<file path="config.mk">
export PLATFORM = sky130hd
export DESIGN_NAME = siphash_2_4_stream
export DESIGN_NICKNAME = d
export VERILOG_FILES = /design/src/hw/rtl/sh24_pkg.sv /design/src/hw/rtl/sh24_front.sv /design/src/hw/rtl/sh24_fifo.sv /design/src/hw/rtl/sh24_core.sv /design/src/hw/rtl/siphash_2_4_stream.sv
export SDC_FILE = /design/constraint.sdc
export NUM_CORES = 2
export LEC_CHECK = 0
export BUFFER_PORTS_ARGS = -buffer_cell sky130_fd_sc_hd__buf_2
export CORE_UTILIZATION = 47
export DETAILED_ROUTE_END_ITERATION = 10
export GPL_TIMING_DRIVEN = 0
export PLACE_DENSITY = 0.63
export SYNTH_ARGS = -nofsm -noshare
export SYNTH_HDL_FRONTEND = slang
export SYNTH_HIERARCHICAL = 1
export SYNTH_SLANG_ARGS = --single-unit
</file>
<file path="constraint.sdc">
create_clock -name clk_i -period 25.1 [get_ports clk_i]
set_input_delay 2.51 -clock clk_i [delete_from_list [all_inputs] [get_ports clk_i]]
set_output_delay 2.51 -clock clk_i [all_outputs]
set_load 0.01 [all_outputs]
</file>
<file path="src/hw/rtl/sh24_pkg.sv">
// Shared types, constants and the SipHash round function for the stream hasher.
package sh24_pkg;

  localparam logic [63:0] SipC0  = 64'h736f6d6570736575;
  localparam logic [63:0] SipC1  = 64'h646f72616e646f6d;
  localparam logic [63:0] SipC2  = 64'h6c7967656e657261;
  localparam logic [63:0] SipC3  = 64'h7465646279746573;
  localparam logic [63:0] SipFin = 64'h00000000000000ff;
  localparam logic [3:0]  FullBytes = 4'd8;

  localparam logic KeyLowIdx  = 1'b0;
  localparam logic KeyHighIdx = 1'b1;

  typedef enum logic [1:0] {
    OP_BLOCK,
    OP_FINAL,
    OP_BLOCK_FINAL
  } op_kind_e;

  typedef enum logic [1:0] {
    ST_IDLE,
    ST_COMP1,
    ST_COMP2,
    ST_FIN
  } core_state_e;

  typedef struct packed {
    logic        first;
    op_kind_e    kind;
    logic [63:0] m;
    logic [7:0]  len;
  } op_t;

  typedef struct packed {
    logic [63:0] k0;
    logic [63:0] k1;
  } key_t;

  typedef struct packed {
    logic [63:0] v0;
    logic [63:0] v1;
    logic [63:0] v2;
    logic [63:0] v3;
  } sip_state_t;

  function automatic logic [63:0] rotl(input logic [63:0] x, input int unsigned n);
    rotl = (x << n) | (x >> (64 - n));
  endfunction

  function automatic sip_state_t sip_round(input sip_state_t s);
    sip_state_t r;
    r = s;
    r.v0 = r.v0 + r.v1;
    r.v1 = rotl(r.v1, 13);
    r.v1 = r.v1 ^ r.v0;
    r.v0 = rotl(r.v0, 32);
    r.v2 = r.v2 + r.v3;
    r.v3 = rotl(r.v3, 16);
    r.v3 = r.v3 ^ r.v2;
    r.v0 = r.v0 + r.v3;
    r.v3 = rotl(r.v3, 21);
    r.v3 = r.v3 ^ r.v0;
    r.v2 = r.v2 + r.v1;
    r.v1 = rotl(r.v1, 17);
    r.v1 = r.v1 ^ r.v2;
    r.v2 = rotl(r.v2, 32);
    return r;
  endfunction

  function automatic sip_state_t sip_init(input key_t k);
    sip_state_t s;
    s.v0 = SipC0 ^ k.k0;
    s.v1 = SipC1 ^ k.k1;
    s.v2 = SipC2 ^ k.k0;
    s.v3 = SipC3 ^ k.k1;
    return s;
  endfunction

endpackage

</file>
<file path="src/hw/rtl/sh24_front.sv">
// Input stage: tracks message start and length, builds block operations.
module sh24_front import sh24_pkg::*; (
  input  logic        clk_i,
  input  logic        rst_ni,
  input  logic        in_valid_i,
  output logic        in_ready_o,
  input  logic [63:0] word_i,
  input  logic [3:0]  byte_count_i,
  input  logic        last_i,
  output logic        op_valid_o,
  input  logic        op_ready_i,
  output op_t         op_o
);

  logic       started_q, started_d;
  logic [7:0] len_q, len_d;
  logic [7:0] len_base;
  logic [7:0] len_new;
  logic [3:0] cnt_sat;
  logic [63:0] masked;
  logic       accept;

  assign in_ready_o = op_ready_i;
  assign op_valid_o = in_valid_i;
  assign accept     = in_valid_i & op_ready_i;

  assign len_base = started_q ? len_q : 8'd0;
  assign cnt_sat  = (byte_count_i > FullBytes) ? FullBytes : byte_count_i;
  assign len_new  = len_base + (last_i ? {4'd0, cnt_sat} : {4'd0, FullBytes});

  always_comb begin
    for (int b = 0; b < 8; b++) begin
      masked[b*8 +: 8] = (4'(b) < cnt_sat) ? word_i[b*8 +: 8] : 8'd0;
    end
  end

  always_comb begin
    op_o.first = ~started_q;
    op_o.len   = len_new;
    if (!last_i) begin
      op_o.kind = OP_BLOCK;
      op_o.m    = word_i;
    end else if (cnt_sat == FullBytes) begin
      op_o.kind = OP_BLOCK_FINAL;
      op_o.m    = word_i;
    end else begin
      op_o.kind = OP_FINAL;
      op_o.m    = {len_new, masked[55:0]};
    end
  end

  always_comb begin
    started_d = started_q;
    len_d     = len_q;
    if (accept) begin
      started_d = ~last_i;
      len_d     = len_new;
    end
  end

  always_ff @(posedge clk_i or negedge rst_ni) begin
    if (!rst_ni) begin
      started_q <= 1'b0;
      len_q     <= 8'd0;
    end else begin
      started_q <= started_d;
      len_q     <= len_d;
    end
  end

endmodule

</file>
<file path="src/hw/rtl/sh24_fifo.sv">
// Small operation queue between the input stage and the round engine.
module sh24_fifo import sh24_pkg::*; #(
  parameter int unsigned Depth = 4
) (
  input  logic clk_i,
  input  logic rst_ni,
  input  logic push_valid_i,
  output logic push_ready_o,
  input  op_t  push_op_i,
  output logic pop_valid_o,
  input  logic pop_ready_i,
  output op_t  pop_op_o
);

  localparam int unsigned PtrW = (Depth > 1) ? $clog2(Depth) : 1;
  localparam int unsigned CntW = $clog2(Depth + 1);

  op_t            mem_q [Depth];
  logic [PtrW-1:0] wr_ptr_q, wr_ptr_d;
  logic [PtrW-1:0] rd_ptr_q, rd_ptr_d;
  logic [CntW-1:0] cnt_q, cnt_d;
  logic           push, pop;

  assign push_ready_o = (cnt_q != CntW'(Depth));
  assign pop_valid_o  = (cnt_q != '0);
  assign pop_op_o     = mem_q[rd_ptr_q];
  assign push         = push_valid_i & push_ready_o;
  assign pop          = pop_valid_o & pop_ready_i;

  always_comb begin
    wr_ptr_d = wr_ptr_q;
    rd_ptr_d = rd_ptr_q;
    cnt_d    = cnt_q;
    if (push) begin
      wr_ptr_d = (wr_ptr_q == PtrW'(Depth - 1)) ? '0 : wr_ptr_q + 1'b1;
    end
    if (pop) begin
      rd_ptr_d = (rd_ptr_q == PtrW'(Depth - 1)) ? '0 : rd_ptr_q + 1'b1;
    end
    if (push && !pop) begin
      cnt_d = cnt_q + 1'b1;
    end else if (pop && !push) begin
      cnt_d = cnt_q - 1'b1;
    end
  end

  always_ff @(posedge clk_i) begin
    if (push) begin
      mem_q[wr_ptr_q] <= push_op_i;
    end
  end

  always_ff @(posedge clk_i or negedge rst_ni) begin
    if (!rst_ni) begin
      wr_ptr_q <= '0;
      rd_ptr_q <= '0;
      cnt_q    <= '0;
    end else begin
      wr_ptr_q <= wr_ptr_d;
      rd_ptr_q <= rd_ptr_d;
      cnt_q    <= cnt_d;
    end
  end

endmodule

</file>
<file path="src/hw/rtl/sh24_core.sv">
// Round engine: one SipRound per cycle unless the hash output stalls; compression, finalization, hash register.
module sh24_core import sh24_pkg::*; (
  input  logic        clk_i,
  input  logic        rst_ni,
  input  key_t        key_i,
  input  logic        op_valid_i,
  output logic        op_ready_o,
  input  op_t         op_i,
  output logic        out_valid_o,
  input  logic        out_ready_i,
  output logic [63:0] hash_o
);

  core_state_e state_q, state_d;
  sip_state_t  v_q, v_d;
  sip_state_t  rin, rout;
  logic [63:0] m_q, m_d;
  op_kind_e    kind_q, kind_d;
  logic [7:0]  len_q, len_d;
  logic [1:0]  fin_cnt_q, fin_cnt_d;
  logic        hash_valid_q, hash_valid_d;
  logic [63:0] hash_q, hash_d;
  logic        out_free;
  logic        pop;

  assign out_free    = ~hash_valid_q | out_ready_i;
  assign out_valid_o = hash_valid_q;
  assign hash_o      = hash_q;
  assign op_ready_o  = (state_q == ST_IDLE);
  assign pop         = op_valid_i & op_ready_o;
  assign rout        = sip_round(rin);

  always_comb begin
    rin = v_q;
    unique case (state_q)
      ST_IDLE: begin
        rin    = op_i.first ? sip_init(key_i) : v_q;
        rin.v3 = rin.v3 ^ op_i.m;
      end
      ST_COMP1: begin
        rin.v3 = v_q.v3 ^ m_q;
      end
      default: begin
        rin = v_q;
      end
    endcase
  end

  always_comb begin
    state_d      = state_q;
    v_d          = v_q;
    m_d          = m_q;
    kind_d       = kind_q;
    len_d        = len_q;
    fin_cnt_d    = fin_cnt_q;
    hash_d       = hash_q;
    hash_valid_d = hash_valid_q & ~out_ready_i;
    unique case (state_q)
      ST_IDLE: begin
        if (pop) begin
          v_d     = rout;
          m_d     = op_i.m;
          kind_d  = op_i.kind;
          len_d   = op_i.len;
          state_d = ST_COMP2;
        end
      end
      ST_COMP1: begin
        v_d     = rout;
        state_d = ST_COMP2;
      end
      ST_COMP2: begin
        v_d    = rout;
        v_d.v0 = rout.v0 ^ m_q;
        unique case (kind_q)
          OP_BLOCK: begin
            state_d = ST_IDLE;
          end
          OP_BLOCK_FINAL: begin
            m_d     = {len_q, 56'd0};
            kind_d  = OP_FINAL;
            state_d = ST_COMP1;
          end
          default: begin
            v_d.v2    = rout.v2 ^ SipFin;
            fin_cnt_d = 2'd0;
            state_d   = ST_FIN;
          end
        endcase
      end
      ST_FIN: begin
        if (fin_cnt_q != 2'd3) begin
          v_d       = rout;
          fin_cnt_d = fin_cnt_q + 2'd1;
        end else if (out_free) begin
          v_d          = rout;
          hash_d       = rout.v0 ^ rout.v1 ^ rout.v2 ^ rout.v3;
          hash_valid_d = 1'b1;
          state_d      = ST_IDLE;
        end
      end
      default: begin
        state_d = ST_IDLE;
      end
    endcase
  end

  always_ff @(posedge clk_i) begin
    v_q    <= v_d;
    m_q    <= m_d;
    kind_q <= kind_d;
    len_q  <= len_d;
    hash_q <= hash_d;
  end

  always_ff @(posedge clk_i or negedge rst_ni) begin
    if (!rst_ni) begin
      state_q      <= ST_IDLE;
      fin_cnt_q    <= 2'd0;
      hash_valid_q <= 1'b0;
    end else begin
      state_q      <= state_d;
      fin_cnt_q    <= fin_cnt_d;
      hash_valid_q <= hash_valid_d;
    end
  end

`ifndef SYNTHESIS
  a_rise_after_fin: assert property (@(posedge clk_i) disable iff (!rst_ni)
    $rose(hash_valid_q) |-> $past(state_q) == ST_FIN)
    else $error("hash valid without finalization");
  a_comp2_entry: assert property (@(posedge clk_i) disable iff (!rst_ni)
    (state_q == ST_COMP2) |-> ($past(state_q) == ST_IDLE || $past(state_q) == ST_COMP1))
    else $error("second compression round out of sequence");
  a_fin_done: assert property (@(posedge clk_i) disable iff (!rst_ni)
    (state_q == ST_FIN && fin_cnt_q == 2'd3 && out_free) |=> state_q == ST_IDLE && hash_valid_q)
    else $error("finalization did not deliver a hash");
`endif

endmodule

</file>
<file path="src/hw/rtl/siphash_2_4_stream.sv">
// Keyed SipHash-2-4 stream hasher: 64-bit words in, one 64-bit hash per message.
// Throughput: the round engine does one SipRound per cycle unless the hash output stalls;
// a non-last word gets the compression rounds; a last word also gets the finalization rounds,
// after a length-block compression if it holds all eight bytes. Input words queue meanwhile.
// Reset: asynchronous, active low; clears control, length and keys, starts a new message.
module siphash_2_4_stream import sh24_pkg::*; #(
  parameter int unsigned QueueDepth = 4
) (
  input  logic        clk_i,
  input  logic        rst_ni,
  input  logic        cfg_we_i,
  input  logic        cfg_idx_i,
  input  logic [63:0] cfg_wdata_i,
  input  logic        in_valid_i,
  output logic        in_ready_o,
  input  logic [63:0] word_i,
  input  logic [3:0]  byte_count_i,
  input  logic        last_i,
  output logic        out_valid_o,
  input  logic        out_ready_i,
  output logic [63:0] hash_o
);

  key_t key_q, key_d;
  op_t  front_op, queue_op;
  logic front_valid, front_ready;
  logic queue_valid, queue_ready;

  always_comb begin
    key_d = key_q;
    if (cfg_we_i) begin
      unique case (cfg_idx_i)
        KeyLowIdx: begin
          key_d.k0 = cfg_wdata_i;
        end
        KeyHighIdx: begin
          key_d.k1 = cfg_wdata_i;
        end
      endcase
    end
  end

  always_ff @(posedge clk_i or negedge rst_ni) begin
    if (!rst_ni) begin
      key_q <= '0;
    end else begin
      key_q <= key_d;
    end
  end

  sh24_front u_front (
    .clk_i        (clk_i),
    .rst_ni       (rst_ni),
    .in_valid_i   (in_valid_i),
    .in_ready_o   (in_ready_o),
    .word_i       (word_i),
    .byte_count_i (byte_count_i),
    .last_i       (last_i),
    .op_valid_o   (front_valid),
    .op_ready_i   (front_ready),
    .op_o         (front_op)
  );

  sh24_fifo #(
    .Depth (QueueDepth)
  ) u_fifo (
    .clk_i        (clk_i),
    .rst_ni       (rst_ni),
    .push_valid_i (front_valid),
    .push_ready_o (front_ready),
    .push_op_i    (front_op),
    .pop_valid_o  (queue_valid),
    .pop_ready_i  (queue_ready),
    .pop_op_o     (queue_op)
  );

  sh24_core u_core (
    .clk_i       (clk_i),
    .rst_ni      (rst_ni),
    .key_i       (key_q),
    .op_valid_i  (queue_valid),
    .op_ready_o  (queue_ready),
    .op_i        (queue_op),
    .out_valid_o (out_valid_o),
    .out_ready_i (out_ready_i),
    .hash_o      (hash_o)
  );

endmodule
</file>
==> flow_metrics.env <==
export IMPL_synth_async_reset_ratio_pct=17.7
export IMPL_cts_root_buf="sky130_fd_sc_hd__clkbuf_16"
export IMPL_register_area_um2=24600
export IMPL_final_hold_worst_slack_ns=0.483
export IMPL_run_status="finished with violations"
export IMPL_ys_types=111
export IMPL_hold_violations=0
export IMPL_report_final_slew_viol_count=95
export IMPL_fp_row_count=125
export IMPL_layout_nets=5875
export IMPL_fin_cells=7093
export IMPL_syn_cell_area_um2=55400
export IMPL_critical_path_top_cell_by_count="sky130_fd_sc_hd__clkbuf_1"
export IMPL_residual_drc_count=0
export IMPL_gpl_final_weighted_congestion=1.18
export IMPL_met3_usage_grt_pct=16.6
export IMPL_grt_met1_usage_pct=57.2
export IMPL_dr_total_vias=46800
export IMPL_worst_setup_path_startpoint="u_fifo/rd_ptr_q[1]"
export IMPL_number_of_antenna_violations_at_the_first_check_in_global_routing=41
export IMPL_ios=205
export IMPL_coreArea_um2=117000
export IMPL_grtUsageTotal_pct=46.5
export IMPL_worstPathBufferInverterCount=8
export IMPL_failing_checks="capacitance limit, slew limit"
export IMPL_postSynth_topFlopCell="sky130_fd_sc_hd__edfxtp_1"
export IMPL_first_global_vias=43100
export IMPL_start_util_pct=47.6
export IMPL_critical_path_max_stage_delay_ns=1.19
export IMPL_grt_start_max_net_pins=107
export IMPL_numPlacedInstances=6893
export IMPL_grt_pass1_wl_mm=372
export IMPL_cp_class="flop to flop"
export IMPL_layout_worst_path_cycle_share_pct=63.4
export IMPL_fp_dieH_um=345
export IMPL_grt_setup_unrepaired="false"
export IMPL_maxSlewHeadroom_pct=-12.7
export IMPL_clock_tree_buffer_depth=3
export IMPL_cts_num_sinks=843
export IMPL_detailedRoute_firstPassIterationCount=8
export IMPL_clkLatencyLatePin_ns=0.75
export IMPL_max_clock_freq_ghz=0.0628
export IMPL_synth_ff_latch_count=843
export IMPL_synth_largest_area_cell="sky130_fd_sc_hd__edfxtp_1"
export IMPL_dr_first_iter_drc_count=7510
export IMPL_final_setup_fails=0
export IMPL_crit_family="buffers and inverters"
export IMPL_worstPathArrival_ns=16.35
export IMPL_port_buffers=204
export IMPL_yosysSeqAreaShare_pct=44.3
export IMPL_synth_yosys_warnings=6
export IMPL_ys_top_cells_by_area="sky130_fd_sc_hd__edfxtp_1, sky130_fd_sc_hd__xnor2_1, sky130_fd_sc_hd__dfrtp_1"
export IMPL_avgRoutedWirePerCell_um=40.0
export IMPL_start_kind="flop"
export IMPL_worst_setup_path_end_kind="flop"
export IMPL_grt_met2_usage_pct=66.6
export IMPL_fillCellCount=10200
export IMPL_synth_top_area_share_pct=37.6
export IMPL_grt_busiest_layer="met2"
export IMPL_gr_total_overflow=0
export IMPL_hp_start="u_front/len_q[3]"
export IMPL_multi_input_area_um2=29300
export IMPL_worst_setup_hold_path_clk_slew_ns=0.06
export IMPL_fin_skew_ns=0.0729
export IMPL_crit_path_max_fanout=10
export IMPL_synth_fp_nets=5527
export IMPL_htreeDepth=3
export IMPL_cts_buffers=93
export IMPL_regToRegStartpoint="u_fifo/rd_ptr_q[1]"
export IMPL_post_synth_cell_area_avg_um2=10.8
export IMPL_holdCritPathClass="flop to flop"
export IMPL_max_cap_violations=32
export IMPL_worst_slew_pin_slew_ns=1.68
export IMPL_crit_path_top_delay_cell="sky130_fd_sc_hd__xnor2_1"
export IMPL_cp_required_ns=25.54
export IMPL_routed_wl_mm=283
export IMPL_syn2layout_area_growth_pct=13.4
export IMPL_cts_setup_buffers=0
export IMPL_fp_dieW_um=345
export IMPL_cts_tree="yes"
export IMPL_die_area_um2=119000
export IMPL_time_the_final_worst_path_needs_with_i_o_delays_and_setup_ns=15.91
export IMPL_postSynthCellCount=5119
export IMPL_drive_above_1_share_pct=14.5
export IMPL_post_dp_hpwl_mm=235
export IMPL_synth_enable_flop_cells=694
export IMPL_post_cts_hold_buffers=0
export IMPL_drtAntennaViolNets=0
export IMPL_post_cts_resize_count=0
export IMPL_dr_vias_cell=6.60
## layer usage
layer,vias up,share of wire (%)
li1,19200,-
met1,23100,36
met2,3584,41
met3,982,13
met4,40,9.5
met5,-,0.093
## layout make-up
type	instances	share of cell area (%)
timing repair buffer	253	2.97
multi-input combinational	3854	46.6
buffer	223	1.97
sequential	843	39.1
clock buffer	118	4.02
inverter	199	1.19
tap	1524	3.03
antenna	26	0.103
clock inverter	53	1.05
## logic make-up after synthesis
logic type	share of synthesized area, %
AND/OR/NAND/NOR	11.2
AO/OA/AOI/OAI	12.9
flip-flops	44.3
XOR/XNOR	13.7
buffers and inverters	3.58
multiplexers	8.12
adder cells (fa/ha/maj)	6.15
## path summary, 6_finish.rpt
check                                    endpoint  slack, ns  cells after the start
worst min register to register   u_front/len_q[3]       0.48                      2
worst max-delay path            u_core/hash_o[52]       9.19                     34
worst min-delay path             u_front/len_q[3]       0.48                      2
worst max register to register  u_core/hash_o[52]       9.19                     34
max in group asynchronous              key_q[110]      22.37                      2
min in group asynchronous               key_q[87]       1.66                      1
## stage by stage
| stage | setup slack [ns] | util (%) | setup TNS [ns] | area (µm²) |
|---|---|---|---|---|
| 6_report | 9.19 | 54.0 | 0 | 62900 |
| 5_1_grt | 9.95 | 53.9 | 0 | 62800 |
| 4_1_cts | 10.12 | 53.8 | 0 | 62700 |
| 3_5_place_dp | 10.28 | 51.1 | 0 | 59500 |
| 3_3_place_gp | -0.806 | 50.1 | -192.30 | 58400 |
| 2_1_floorplan | 8.79 | - | 0 | 55400 |
## flip-flops by register name (all words and copies together) (netlist names)
register            flops
u_core/len_q            8
u_front/started_q       1
u_core/kind_q           2
u_core/state_q          2
key_q                 128
u_core/m_q             64
u_core/hash_o          64
u_core/out_valid_o      1
u_fifo/mem_q          300
u_core/fin_cnt_q        2
u_core/v_q            256
u_front/len_q           8
u_fifo/rd_ptr_q         2
u_fifo/cnt_q            3
u_fifo/wr_ptr_q         2
## worst register-to-register path: cells and delay by family, from the launching register on
| kind | cells | cell delay [ns] |
|---|---|---|
| adder cells (fa/ha/maj) | 2 | 0.64 |
| flip-flops | 1 | 0.42 |
| buffers and inverters | 8 | 5.28 |
| AO/OA/AOI/OAI | 9 | 3.21 |
| AND/OR/NAND/NOR | 9 | 1.72 |
| XOR/XNOR | 5 | 3.92 |
| multiplexers | 1 | 0.41 |
## layout by cell type, fill, tap and decap left out, drive strengths merged, types with 20 or more instances in the layout
cell type,n
nand2,603
nand2b,28
and2,65
nor2b,147
nor2,215
xnor3,20
clkinv,37
mux4,75
a211oi,27
and3,21
diode,26
edfxtp,694
nor3,38
o21bai,64
o21a,29
o211ai,25
a221oi,25
ha,263
inv,201
xnor2,545
a21oi,320
dfrtp,149
a31oi,36
xor2,248
a21o,148
buf,311
o31ai,23
nand3,54
nand4,77
mux2,160
clkbuf,280
o21ai,323
mux2i,76
## synthesized netlist by cell type, drive strengths merged, types with 75 or more instances
| master | instances |
|---|---|
| edfxtp | 694 |
| nand2 | 603 |
| xnor2 | 545 |
| o21ai | 323 |
| a21oi | 320 |
| ha | 263 |
| xor2 | 248 |
| nor2 | 215 |
| inv | 198 |
| clkbuf | 162 |
| mux2 | 160 |
| dfrtp | 149 |
| a21o | 148 |
| nor2b | 147 |
| nand4 | 77 |
| mux2i | 76 |
| mux4 | 75 |
Power is left out: the tool's default activity adds up to more than one toggle a clock period on the data nets, which glitch-free logic cannot reach.
